==> src/rtl/core/vlti_pkg.sv <==
// ----------------------------------------------------------------------------
// VLAN tag insert/strip package
// Shared widths, constants, codes and the beat-group type passed between the
// rewrite stage and the emit stage.
// ----------------------------------------------------------------------------
package vlti_pkg;

  // Field widths.
  localparam int IdxW    = 11;
  localparam int LenW    = 12;
  localparam int VidW    = 12;
  localparam int PriW    = 3;
  localparam int GrpMax  = 6;
  localparam int CntW    = $clog2(GrpMax + 1);
  localparam int PosW    = $clog2(GrpMax);
  localparam int CmpW    = 15;

  // Frame size limits.
  localparam int unsigned MaxFrameBytes = 2048;
  localparam int unsigned CountLimit    = 2048;
  localparam logic [CmpW-1:0] MaxFrameCmp = CmpW'(MaxFrameBytes);
  localparam logic [LenW-1:0] CountLimitLen = LenW'(CountLimit);
  localparam logic [IdxW-1:0] IdxMax = IdxW'(CountLimit - 1);

  // Minimum lengths per operation.
  localparam logic [LenW-1:0] MinLenAdd    = LenW'(14);
  localparam logic [LenW-1:0] MinLenRemove = LenW'(18);
  localparam logic [LenW-1:0] MinLenRetag  = LenW'(16);
  localparam logic [CmpW-1:0] TagGrowth    = CmpW'(4);

  // Byte positions of the tag within the frame.
  localparam logic [IdxW-1:0] TpidHiPos = IdxW'(12);
  localparam logic [IdxW-1:0] TpidLoPos = IdxW'(13);
  localparam logic [IdxW-1:0] TciHiPos  = IdxW'(14);
  localparam logic [IdxW-1:0] TciLoPos  = IdxW'(15);

  // Tag protocol identifier bytes.
  localparam logic [7:0] TpidHi = 8'h81;
  localparam logic [7:0] TpidLo = 8'h00;
  localparam logic [3:0] VidHiMask = 4'h0F;

  typedef enum logic {
    FUNC_ADD    = 1'b0,
    FUNC_REMOVE = 1'b1
  } func_e;

  typedef enum logic [1:0] {
    ST_OK    = 2'd0,
    ST_SHORT = 2'd1,
    ST_LARGE = 2'd2
  } status_e;

  // One input beat turned into a group of one, two or six output beats.
  typedef struct packed {
    logic [GrpMax-1:0][7:0] bytes;
    logic [CntW-1:0]        cnt;
    logic                   last;
    status_e                status;
    logic [VidW-1:0]        vid;
    logic [PriW-1:0]        pri;
  } group_t;

  // Upper tag control byte: priority, drop-eligible bit clear, top of the id.
  function automatic logic [7:0] tci_hi(input logic [PriW-1:0] pri,
                                        input logic [VidW-1:0] vid);
    tci_hi = {pri, 1'b0, vid[VidW-1:8] & VidHiMask};
  endfunction

endpackage

==> src/rtl/core/vlti_in_if.sv <==
// ----------------------------------------------------------------------------
// VLAN tag insert/strip input channel
// Valid/ready channel carrying one frame byte and its per-frame controls.
// ----------------------------------------------------------------------------
interface vlti_in_if;
  logic                      valid;
  logic                      ready;
  logic                      func;
  logic [7:0]                data_byte;
  logic [vlti_pkg::LenW-1:0] frame_length;
  logic [vlti_pkg::VidW-1:0] vlan_id;
  logic [vlti_pkg::PriW-1:0] priority_req;

  modport source (
    output valid, func, data_byte, frame_length, vlan_id, priority_req,
    input  ready
  );
  modport sink (
    input  valid, func, data_byte, frame_length, vlan_id, priority_req,
    output ready
  );
endinterface

==> src/rtl/core/vlti_out_if.sv <==
// ----------------------------------------------------------------------------
// VLAN tag insert/strip output channel
// Valid/ready channel carrying one rewritten frame byte with its metadata.
// ----------------------------------------------------------------------------
interface vlti_out_if;
  logic                      valid;
  logic                      ready;
  logic [7:0]                out_byte;
  logic                      out_last;
  logic [1:0]                status;
  logic [vlti_pkg::VidW-1:0] tag_vlan_id;
  logic [vlti_pkg::PriW-1:0] tag_priority;

  modport source (
    output valid, out_byte, out_last, status, tag_vlan_id, tag_priority,
    input  ready
  );
  modport sink (
    input  valid, out_byte, out_last, status, tag_vlan_id, tag_priority,
    output ready
  );
endinterface

==> src/rtl/core/vlti_rewrite.sv <==
// ----------------------------------------------------------------------------
// VLAN tag rewrite stage
// Tracks the frame position, decides per input beat which output beats it
// causes, and registers that beat group for the emit stage.
// ----------------------------------------------------------------------------
module vlti_rewrite (
  input  logic              clk_i,
  input  logic              rst_ni,
  vlti_in_if.sink           in_i,
  input  logic              take_i,
  output logic              grp_valid_o,
  output vlti_pkg::group_t  grp_o
);
  import vlti_pkg::*;

  logic [IdxW-1:0] byte_index_q;
  logic [7:0]      held_byte_q, held_byte_d;
  logic            tagged_q, tagged_d;
  status_e         status_q, status_d;
  logic            grp_valid_q;
  group_t          grp_q, grp_d;

  logic [LenW-1:0] len, eff;
  logic [IdxW-1:0] idx;
  logic [7:0]      b, hi_byte, lo_byte;
  logic            is_last, has_tag, is_add, accept;
  status_e         status_init, status_cur;
  logic            tagged_cur;

  assign accept    = in_i.valid && in_i.ready;
  assign in_i.ready = !grp_valid_q || take_i;

  // Decide the output beats of the current input beat.
  always_comb begin
    len     = in_i.frame_length;
    b       = in_i.data_byte;
    idx     = byte_index_q;
    is_add  = (func_e'(in_i.func) == FUNC_ADD);
    hi_byte = tci_hi(in_i.priority_req, in_i.vlan_id);
    lo_byte = in_i.vlan_id[7:0];
    eff     = (len > CountLimitLen) ? CountLimitLen : len;
    is_last = (({1'b0, idx} + LenW'(1)) >= eff);
    has_tag = (held_byte_q == TpidHi) && (b == TpidLo);

    if ({3'b000, len} > MaxFrameCmp) begin
      status_init = ST_LARGE;
    end else if (len < (is_add ? MinLenAdd : MinLenRemove)) begin
      status_init = ST_SHORT;
    end else begin
      status_init = ST_OK;
    end
    status_cur = (idx == '0) ? status_init : status_q;
    tagged_cur = (idx == '0) ? 1'b0 : tagged_q;

    status_d    = status_cur;
    tagged_d    = tagged_cur;
    held_byte_d = held_byte_q;
    grp_d       = '0;
    grp_d.bytes[0] = b;
    grp_d.cnt   = CntW'(1);

    if (status_cur != ST_OK || idx < TpidHiPos || idx > TciLoPos) begin
      grp_d.cnt = CntW'(1);
    end else if (idx == TpidHiPos) begin
      // Hold the first tag byte until its partner arrives.
      if (!is_last) begin
        grp_d.cnt   = '0;
        held_byte_d = b;
      end
    end else if (idx == TpidLoPos) begin
      grp_d.bytes[0] = held_byte_q;
      grp_d.bytes[1] = b;
      grp_d.cnt      = CntW'(2);
      if (is_add) begin
        if (has_tag) begin
          if (len < MinLenRetag) begin
            status_d = ST_SHORT;
          end else begin
            tagged_d = 1'b1;
          end
        end else if (({3'b000, len} + TagGrowth) > MaxFrameCmp) begin
          status_d = ST_LARGE;
        end else begin
          // Insert a full tag ahead of the held byte.
          grp_d.bytes[0] = TpidHi;
          grp_d.bytes[1] = TpidLo;
          grp_d.bytes[2] = hi_byte;
          grp_d.bytes[3] = lo_byte;
          grp_d.bytes[4] = held_byte_q;
          grp_d.bytes[5] = b;
          grp_d.cnt      = CntW'(6);
        end
      end else if (has_tag) begin
        tagged_d       = 1'b1;
        grp_d.bytes[0] = b;
        grp_d.cnt      = is_last ? CntW'(1) : '0;
      end
    end else begin
      // Tag control bytes: rewrite on add, drop on remove.
      if (tagged_cur) begin
        if (is_add) begin
          grp_d.bytes[0] = (idx == TciHiPos) ? hi_byte : lo_byte;
        end else begin
          grp_d.cnt = is_last ? CntW'(1) : '0;
        end
      end
    end

    grp_d.last   = is_last;
    grp_d.status = status_d;
    if (status_d == ST_OK && is_add) begin
      grp_d.vid = in_i.vlan_id;
      grp_d.pri = in_i.priority_req;
    end
  end

  // Frame state.
  always_ff @(posedge clk_i or negedge rst_ni) begin
    if (!rst_ni) begin
      byte_index_q <= '0;
      held_byte_q  <= '0;
      tagged_q     <= 1'b0;
      status_q     <= ST_OK;
    end else if (accept) begin
      held_byte_q <= held_byte_d;
      if (is_last) begin
        byte_index_q <= '0;
        tagged_q     <= 1'b0;
        status_q     <= ST_OK;
      end else begin
        byte_index_q <= (byte_index_q < IdxMax) ? byte_index_q + IdxW'(1) : IdxMax;
        tagged_q     <= tagged_d;
        status_q     <= status_d;
      end
    end
  end

  // Beat-group register toward the emit stage.
  always_ff @(posedge clk_i or negedge rst_ni) begin
    if (!rst_ni) begin
      grp_valid_q <= 1'b0;
    end else if (accept && grp_d.cnt != '0) begin
      grp_valid_q <= 1'b1;
    end else if (take_i) begin
      grp_valid_q <= 1'b0;
    end
  end

  always_ff @(posedge clk_i) begin
    if (accept && grp_d.cnt != '0) begin
      grp_q <= grp_d;
    end
  end

  assign grp_valid_o = grp_valid_q;
  assign grp_o       = grp_q;

  // The frame position restarts after the last byte of a frame.
  assert property (@(posedge clk_i) disable iff (!rst_ni)
    accept && is_last |=> byte_index_q == '0)
    else $error("byte index not cleared after last byte");

  // A registered group always holds one, two or six beats.
  assert property (@(posedge clk_i) disable iff (!rst_ni)
    grp_valid_q |-> (grp_q.cnt == CntW'(1) || grp_q.cnt == CntW'(2) ||
                     grp_q.cnt == CntW'(6)))
    else $error("beat group with bad count");

  // A group waiting for the emit stage is not overwritten.
  assert property (@(posedge clk_i) disable iff (!rst_ni)
    grp_valid_q && !take_i |=> grp_valid_q && $stable(grp_q))
    else $error("pending beat group lost");

endmodule

==> src/rtl/core/vlti_emit.sv <==
// ----------------------------------------------------------------------------
// VLAN tag emit stage
// Holds one beat group and sends its bytes out one beat per cycle while the
// receiver is ready, putting the end-of-frame metadata on the final beat only.
// ----------------------------------------------------------------------------
module vlti_emit (
  input  logic              clk_i,
  input  logic              rst_ni,
  input  logic              grp_valid_i,
  input  vlti_pkg::group_t  grp_i,
  output logic              take_o,
  vlti_out_if.source        out_o
);
  import vlti_pkg::*;

  logic            valid_q;
  group_t          grp_q;
  logic [PosW-1:0] pos_q;
  logic            final_beat, frame_end, load;

  assign final_beat = (CntW'(pos_q) == grp_q.cnt - CntW'(1));
  assign take_o     = !valid_q || (out_o.ready && final_beat);
  assign load       = take_o && grp_valid_i;
  assign frame_end  = final_beat && grp_q.last;

  // Group register and beat position.
  always_ff @(posedge clk_i or negedge rst_ni) begin
    if (!rst_ni) begin
      valid_q <= 1'b0;
      pos_q   <= '0;
    end else if (take_o) begin
      valid_q <= grp_valid_i;
      pos_q   <= '0;
    end else if (out_o.ready) begin
      pos_q <= pos_q + PosW'(1);
    end
  end

  always_ff @(posedge clk_i) begin
    if (load) begin
      grp_q <= grp_i;
    end
  end

  // Output beat.
  always_comb begin
    out_o.valid        = valid_q;
    out_o.out_byte     = grp_q.bytes[pos_q];
    out_o.out_last     = frame_end;
    out_o.status       = frame_end ? grp_q.status : ST_OK;
    out_o.tag_vlan_id  = frame_end ? grp_q.vid : '0;
    out_o.tag_priority = frame_end ? grp_q.pri : '0;
  end

  // The beat position never runs past the group.
  assert property (@(posedge clk_i) disable iff (!rst_ni)
    valid_q |-> CntW'(pos_q) < grp_q.cnt)
    else $error("beat position beyond group");

  // Error status only travels on the last beat of a frame.
  assert property (@(posedge clk_i) disable iff (!rst_ni)
    valid_q && !frame_end |-> out_o.status == ST_OK)
    else $error("status on a beat that does not end the frame");

endmodule

==> src/rtl/core/vlan_tag_insert_strip_top.sv <==
// ----------------------------------------------------------------------------
// VLAN tag insert/strip top level
// Adds, rewrites or removes an 802.1Q tag on a byte-wide Ethernet frame.
// ----------------------------------------------------------------------------
// Path: an accepted input byte is registered in the rewrite stage, then in the
//   emit stage, before its first output beat appears.
// Throughput: one byte per cycle while the receiver is ready; byte 13 can turn
//   into two output beats, or six (tag insert), which stall the input meanwhile.
// Reset: rst_ni is asynchronous and active low; it clears the frame position,
//   frame status and both stage valids. No clearing pass is needed.
module vlan_tag_insert_strip_top (
  input  logic       clk_i,
  input  logic       rst_ni,
  vlti_in_if.sink    in_i,
  vlti_out_if.source out_o
);
  import vlti_pkg::*;

  logic   grp_valid;
  logic   take;
  group_t grp;

  // Frame tracking and beat-group decision.
  vlti_rewrite u_rewrite (
    .clk_i       (clk_i),
    .rst_ni      (rst_ni),
    .in_i        (in_i),
    .take_i      (take),
    .grp_valid_o (grp_valid),
    .grp_o       (grp)
  );

  // Beat-by-beat output.
  vlti_emit u_emit (
    .clk_i       (clk_i),
    .rst_ni      (rst_ni),
    .grp_valid_i (grp_valid),
    .grp_i       (grp),
    .take_o      (take),
    .out_o       (out_o)
  );

endmodule

==> src/flat_wrapper.sv <==
// flat-port wrapper written by rule: the top's interface ports become plain ports
module vlan_tag_insert_strip_top_flat import vlti_pkg::*;
  (clk_i, rst_ni, in_i_valid, in_i_func, in_i_data_byte, in_i_frame_length, in_i_vlan_id, in_i_priority_req, in_i_ready, out_o_valid, out_o_out_byte, out_o_out_last, out_o_status, out_o_tag_vlan_id, out_o_tag_priority, out_o_ready);
  vlti_in_if in_i_i ();
  vlti_out_if out_o_i ();
  input  logic clk_i;
  input  logic rst_ni;
  input wire logic [$bits(in_i_i.valid)-1:0] in_i_valid;
  input wire logic [$bits(in_i_i.func)-1:0] in_i_func;
  input wire logic [$bits(in_i_i.data_byte)-1:0] in_i_data_byte;
  input wire logic [$bits(in_i_i.frame_length)-1:0] in_i_frame_length;
  input wire logic [$bits(in_i_i.vlan_id)-1:0] in_i_vlan_id;
  input wire logic [$bits(in_i_i.priority_req)-1:0] in_i_priority_req;
  output wire logic [$bits(in_i_i.ready)-1:0] in_i_ready;
  output wire logic [$bits(out_o_i.valid)-1:0] out_o_valid;
  output wire logic [$bits(out_o_i.out_byte)-1:0] out_o_out_byte;
  output wire logic [$bits(out_o_i.out_last)-1:0] out_o_out_last;
  output wire logic [$bits(out_o_i.status)-1:0] out_o_status;
  output wire logic [$bits(out_o_i.tag_vlan_id)-1:0] out_o_tag_vlan_id;
  output wire logic [$bits(out_o_i.tag_priority)-1:0] out_o_tag_priority;
  input wire logic [$bits(out_o_i.ready)-1:0] out_o_ready;
  assign in_i_i.valid = in_i_valid;
  assign in_i_i.func = in_i_func;
  assign in_i_i.data_byte = in_i_data_byte;
  assign in_i_i.frame_length = in_i_frame_length;
  assign in_i_i.vlan_id = in_i_vlan_id;
  assign in_i_i.priority_req = in_i_priority_req;
  assign in_i_ready = in_i_i.ready;
  assign out_o_valid = out_o_i.valid;
  assign out_o_out_byte = out_o_i.out_byte;
  assign out_o_out_last = out_o_i.out_last;
  assign out_o_status = out_o_i.status;
  assign out_o_tag_vlan_id = out_o_i.tag_vlan_id;
  assign out_o_tag_priority = out_o_i.tag_priority;
  assign out_o_i.ready = out_o_ready;
  vlan_tag_insert_strip_top u_core (.clk_i(clk_i), .rst_ni(rst_ni), .in_i(in_i_i), .out_o(out_o_i));
endmodule
==> config.mk <==
export PLATFORM = sky130hd
export DESIGN_NAME = vlan_tag_insert_strip_top_flat
export DESIGN_NICKNAME = d
export VERILOG_FILES = /design/src/rtl/core/vlti_pkg.sv /design/src/rtl/core/vlti_in_if.sv /design/src/rtl/core/vlti_out_if.sv /design/src/rtl/core/vlti_rewrite.sv /design/src/rtl/core/vlti_emit.sv /design/src/rtl/core/vlan_tag_insert_strip_top.sv /design/src/flat_wrapper.sv
export SDC_FILE = /design/constraint.sdc
export NUM_CORES = 1
export LEC_CHECK = 0
export BUFFER_PORTS_ARGS = -buffer_cell sky130_fd_sc_hd__buf_2
export CORE_MARGIN = 10
export CORE_UTILIZATION = 28
export DETAILED_ROUTE_END_ITERATION = 8
export PLACE_DENSITY_LB_ADDON = 0.1
export SETUP_SLACK_MARGIN = 0.15
export SLEW_MARGIN = 30
export SYNTH_ARGS = -nofsm -noshare
export SYNTH_HDL_FRONTEND = slang
export SYNTH_HIERARCHICAL = 1
export SYNTH_SLANG_ARGS = --single-unit
export TNS_END_PERCENT = 100
==> constraint.sdc <==
create_clock -name clk_i -period 9.9 [get_ports clk_i]
set_input_delay 0.99 -clock clk_i [delete_from_list [all_inputs] [get_ports clk_i]]
set_output_delay 0.99 -clock clk_i [all_outputs]
set_load 0.1 [all_outputs]
==> results.ini <==
[route]
dr.pass1.iters = 4
wire_per_inst_um = 19.7
routed_via_density = 4.89
totalWireLength_um = 19800
drtAntennaViolNets = 0
first_iter_violations = 308
route.detailed.drc = 0
vias = 4900

[die]
row_count = 60
num_io_pins = 68
fp.dieH_um = 186
die_area_mm2 = 0.0346
start_util = 0.286
die_width_um = 186
core_mm2 = 0.0270

[critical_path]
reg2reg_to = u_core/u_rewrite/grp_o[4]
crit_arrival_ns = 5.01
ff2ff_setup_slack_ns = 4.94
critPathCaptureType = register
path_class = reg -> reg
cp.required_ns = 9.95
startpoint_type = register
crit_fanout = 68
rr_worst_depth = 13
timing.rr.start = u_core/u_rewrite/byte_index_q[2]

[cells_and_area]
final_layout_size_suffix_gt1_frac = 0.231
nNetsFinal = 710
syn_to_final_growth_pct = 16.3
final_area_mm2 = 0.00897
num_antenna_cells = 0
fin_cells = 1003

[timing]
fin_crit_sh = 0.501
hold_ws_ns = 0.418
rsz0062_at_grt = no
hold_violations = 0
slew_viol_final = 0
worstMarginPinSlew_ns = 0.989
tns_ns = 0
finClkSkew_ns = 0.00938
period_minus_slack_ns = 4.96
relSlewSlack = 0.341
finalSetupViolCount = 0
max_clock_freq_ghz = 0.202

[synthesis]
async_flop_share = 0.165
synth_seq_cells = 164
yosysSeqAreaShare = 0.620
syn-cell-area_mm2 = 0.00772
syn-num-nets = 647
synthDistinctLibCells = 71
synth_top_cell_area_share = 0.533
avgSynthCellArea_um2 = 13.2
synth_warnings = 6
synthTopCellsByArea = edfxtp_1, dfrtp_1, ha_1
yosys.area.top_type = edfxtp_1
syn-instance-count = 586
yosys_most_used_dff = edfxtp_1
synth_edf_count = 137

[clocking]
cts_setup_buffers = 0
cts-hold-fix-buffers = 0
root_buffer = clkbuf_16
cts_resized = 0
worstSkewPairLatency_ns = 0.43
path_clk_slew_ns = 0.07
htree_levels = 4
clk_path_buf_depth = 2
cts_tree = done
cts_sinks = 164
numCtsBuffers = 17

[hold_path]
min_path_type = reg -> reg
min_from = u_core/u_rewrite/grp_o[21]
holdPathEnd = u_core/u_emit/grp_q[21]
whs_path_depth = 0

[power_and_ir_drop]
powerDensity_mw_per_mm2 = 276
p_leak_nw = 3.41
ir_worst_vdd_v = 0.0000975

[grt]
grt_pass1_vias = 5186
grt_pass1_wl_um = 31000
antenna_found_initial = 0
gr-total-overflow = 0
grt_max_degree = 69
grtUsageTotal = 0.120

[placed_design]
dp_hpwl_um = 14400
numPortBuffers = 67
place.gp.congestion = 0.804
place_inst = 970
placed_area_mm2 = 0.00840

[job]
maxCapViolCount = 0

[status]
outcome = finished, final reports clean

-- cell usage after synthesis (2+ instances only) --
cell type  number
clkbuf_1       21
nor4_4          2
and3_1          7
mux2i_1        11
nand4_1         5
a22oi_1         2
ha_1           21
nand2b_1        6
nor2b_1         9
xor2_1          7
clkinv_1        2
buf_6           2
o22a_1          2
a311o_1         3
dfrtp_1        27
a21boi_0        2
a21oi_1        22
edfxtp_1      137
nor4_1         35
or3_1           4
nor4b_1         2
and2_4          8
a31oi_1         8
mux2_2          8
o211ai_1        3
nand3_1        12
or4b_2          2
a31o_2          6
nor3_1          7
o22ai_1         9
and2_1         35
o41ai_4         2
nor2_1         13
a22o_1          2
o31ai_1         4
xnor2_1         4
inv_1          36
nand2_1        34
buf_2           5
mux4_2          8
o21ai_0        21
-- report_power, final --
group	leakage [nW]	total (mW)	switching, mW	internal, mW
registers	1.60	0.983	0.0709	0.912
clock network	0.278	0.645	0.291	0.355
logic	1.53	0.845	0.626	0.218
-- area by class of cell --
class	instances	area, µm²
fillers	2705	18100
well taps	341	427
multi-input cells	353	2650
clock buffers	18	429
repair buffers	74	388
clock inverters	14	141
inverters	39	146
flip-flops and latches	164	4790
-- worst max-delay path by stage --
| stage | slack, ns | depth (start not counted) | end | startpoint |
|---|---|---|---|---|
| detailed placement | 4.50 | 13 | u_core/u_rewrite/grp_o[51] | in_i_frame_length[10] |
| floorplan | 2.40 | 12 | u_core/u_rewrite/grp_o[0] | in_i_frame_length[10] |
| finish | 4.94 | 13 | u_core/u_rewrite/grp_o[4] | u_core/u_rewrite/byte_index_q[2] |
| global route | 4.60 | 13 | u_core/u_rewrite/grp_o[37] | u_core/u_rewrite/byte_index_q[2] |
| global placement | 4.59 | 13 | u_core/u_rewrite/grp_o[10] | in_i_frame_length[10] |
| CTS | 4.93 | 13 | u_core/u_rewrite/grp_o[22] | u_core/u_rewrite/byte_index_q[2] |
-- worst max-delay path: stages (launching register included) --
cell and delay [ns]:
dfrtp_1 0.50, nand4_1 0.21, nor4_1 0.72, nand3_1 0.31, clkinv_1 0.25, ha_1 0.18, nand4_1 0.10, nor2_1 0.12
or4b_2 0.58, and4b_1 0.33, inv_2 0.22, a21oi_1 0.12, a21oi_4 0.15, buf_4 0.73
-- kinds of logic after synthesis --
| kind of cell | Yosys count | synth area share |
|---|---|---|
| adders and majority gates | 21 | 0.0340 |
| AOI/OAI and AO/OA | 99 | 0.0916 |
| buffers and inverters | 69 | 0.0382 |
| DFF | 164 | 0.620 |
| other | 1 | 0.000486 |
| muxes | 27 | 0.0493 |
| xor gates and xnor gates | 13 | 0.0177 |
| and+or+nand+nor | 192 | 0.148 |
-- flip-flops by register name, indices dropped and copies added (netlist names) --
register,flops
u_core/u_rewrite/byte_index_q,11
u_core/u_emit/out_o.valid,1
u_core/u_emit/grp_q,69
u_core/u_rewrite/grp_o,68
u_core/u_rewrite/tagged_q,1
u_core/u_emit/pos_q,3
u_core/u_rewrite/grp_valid_o,1
u_core/u_rewrite/status_q,2
u_core/u_rewrite/held_byte_q,8
-- metal layers --
| metal | GRT usage | part of all wire | vias to the layer above |
|---|---|---|---|
| li1 | - | - | 2356 |
| met1 | 0.155 | 0.46 | 2422 |
| met2 | 0.195 | 0.49 | 98 |
| met3 | 0.0240 | 0.030 | 24 |
| met4 | 0.0422 | 0.018 | 0 |
| met5 | 0 | 0 | - |
-- per-stage QoR --
step,utilization,total power [mW],setup slack (ns)
final,0.332,2.47,4.94
after CTS,0.332,2.51,4.93
after global routing,0.332,2.61,4.60
after floorplan,-,1.65,2.40
after detailed placement,0.311,1.85,4.50
after global placement,0.311,1.85,4.59
-- placed cells by master, fill, tap and decap left out, types with 21 or more instances in the layout --
master,n
inv_1,36
o21ai_0,21
buf_2,67
nor4_1,35
ha_1,21
dfrtp_1,27
a21oi_1,21
edfxtp_1,137
nand2_1,34
and2_1,35
No activity file was read; power rests on OpenSTA's default activity.
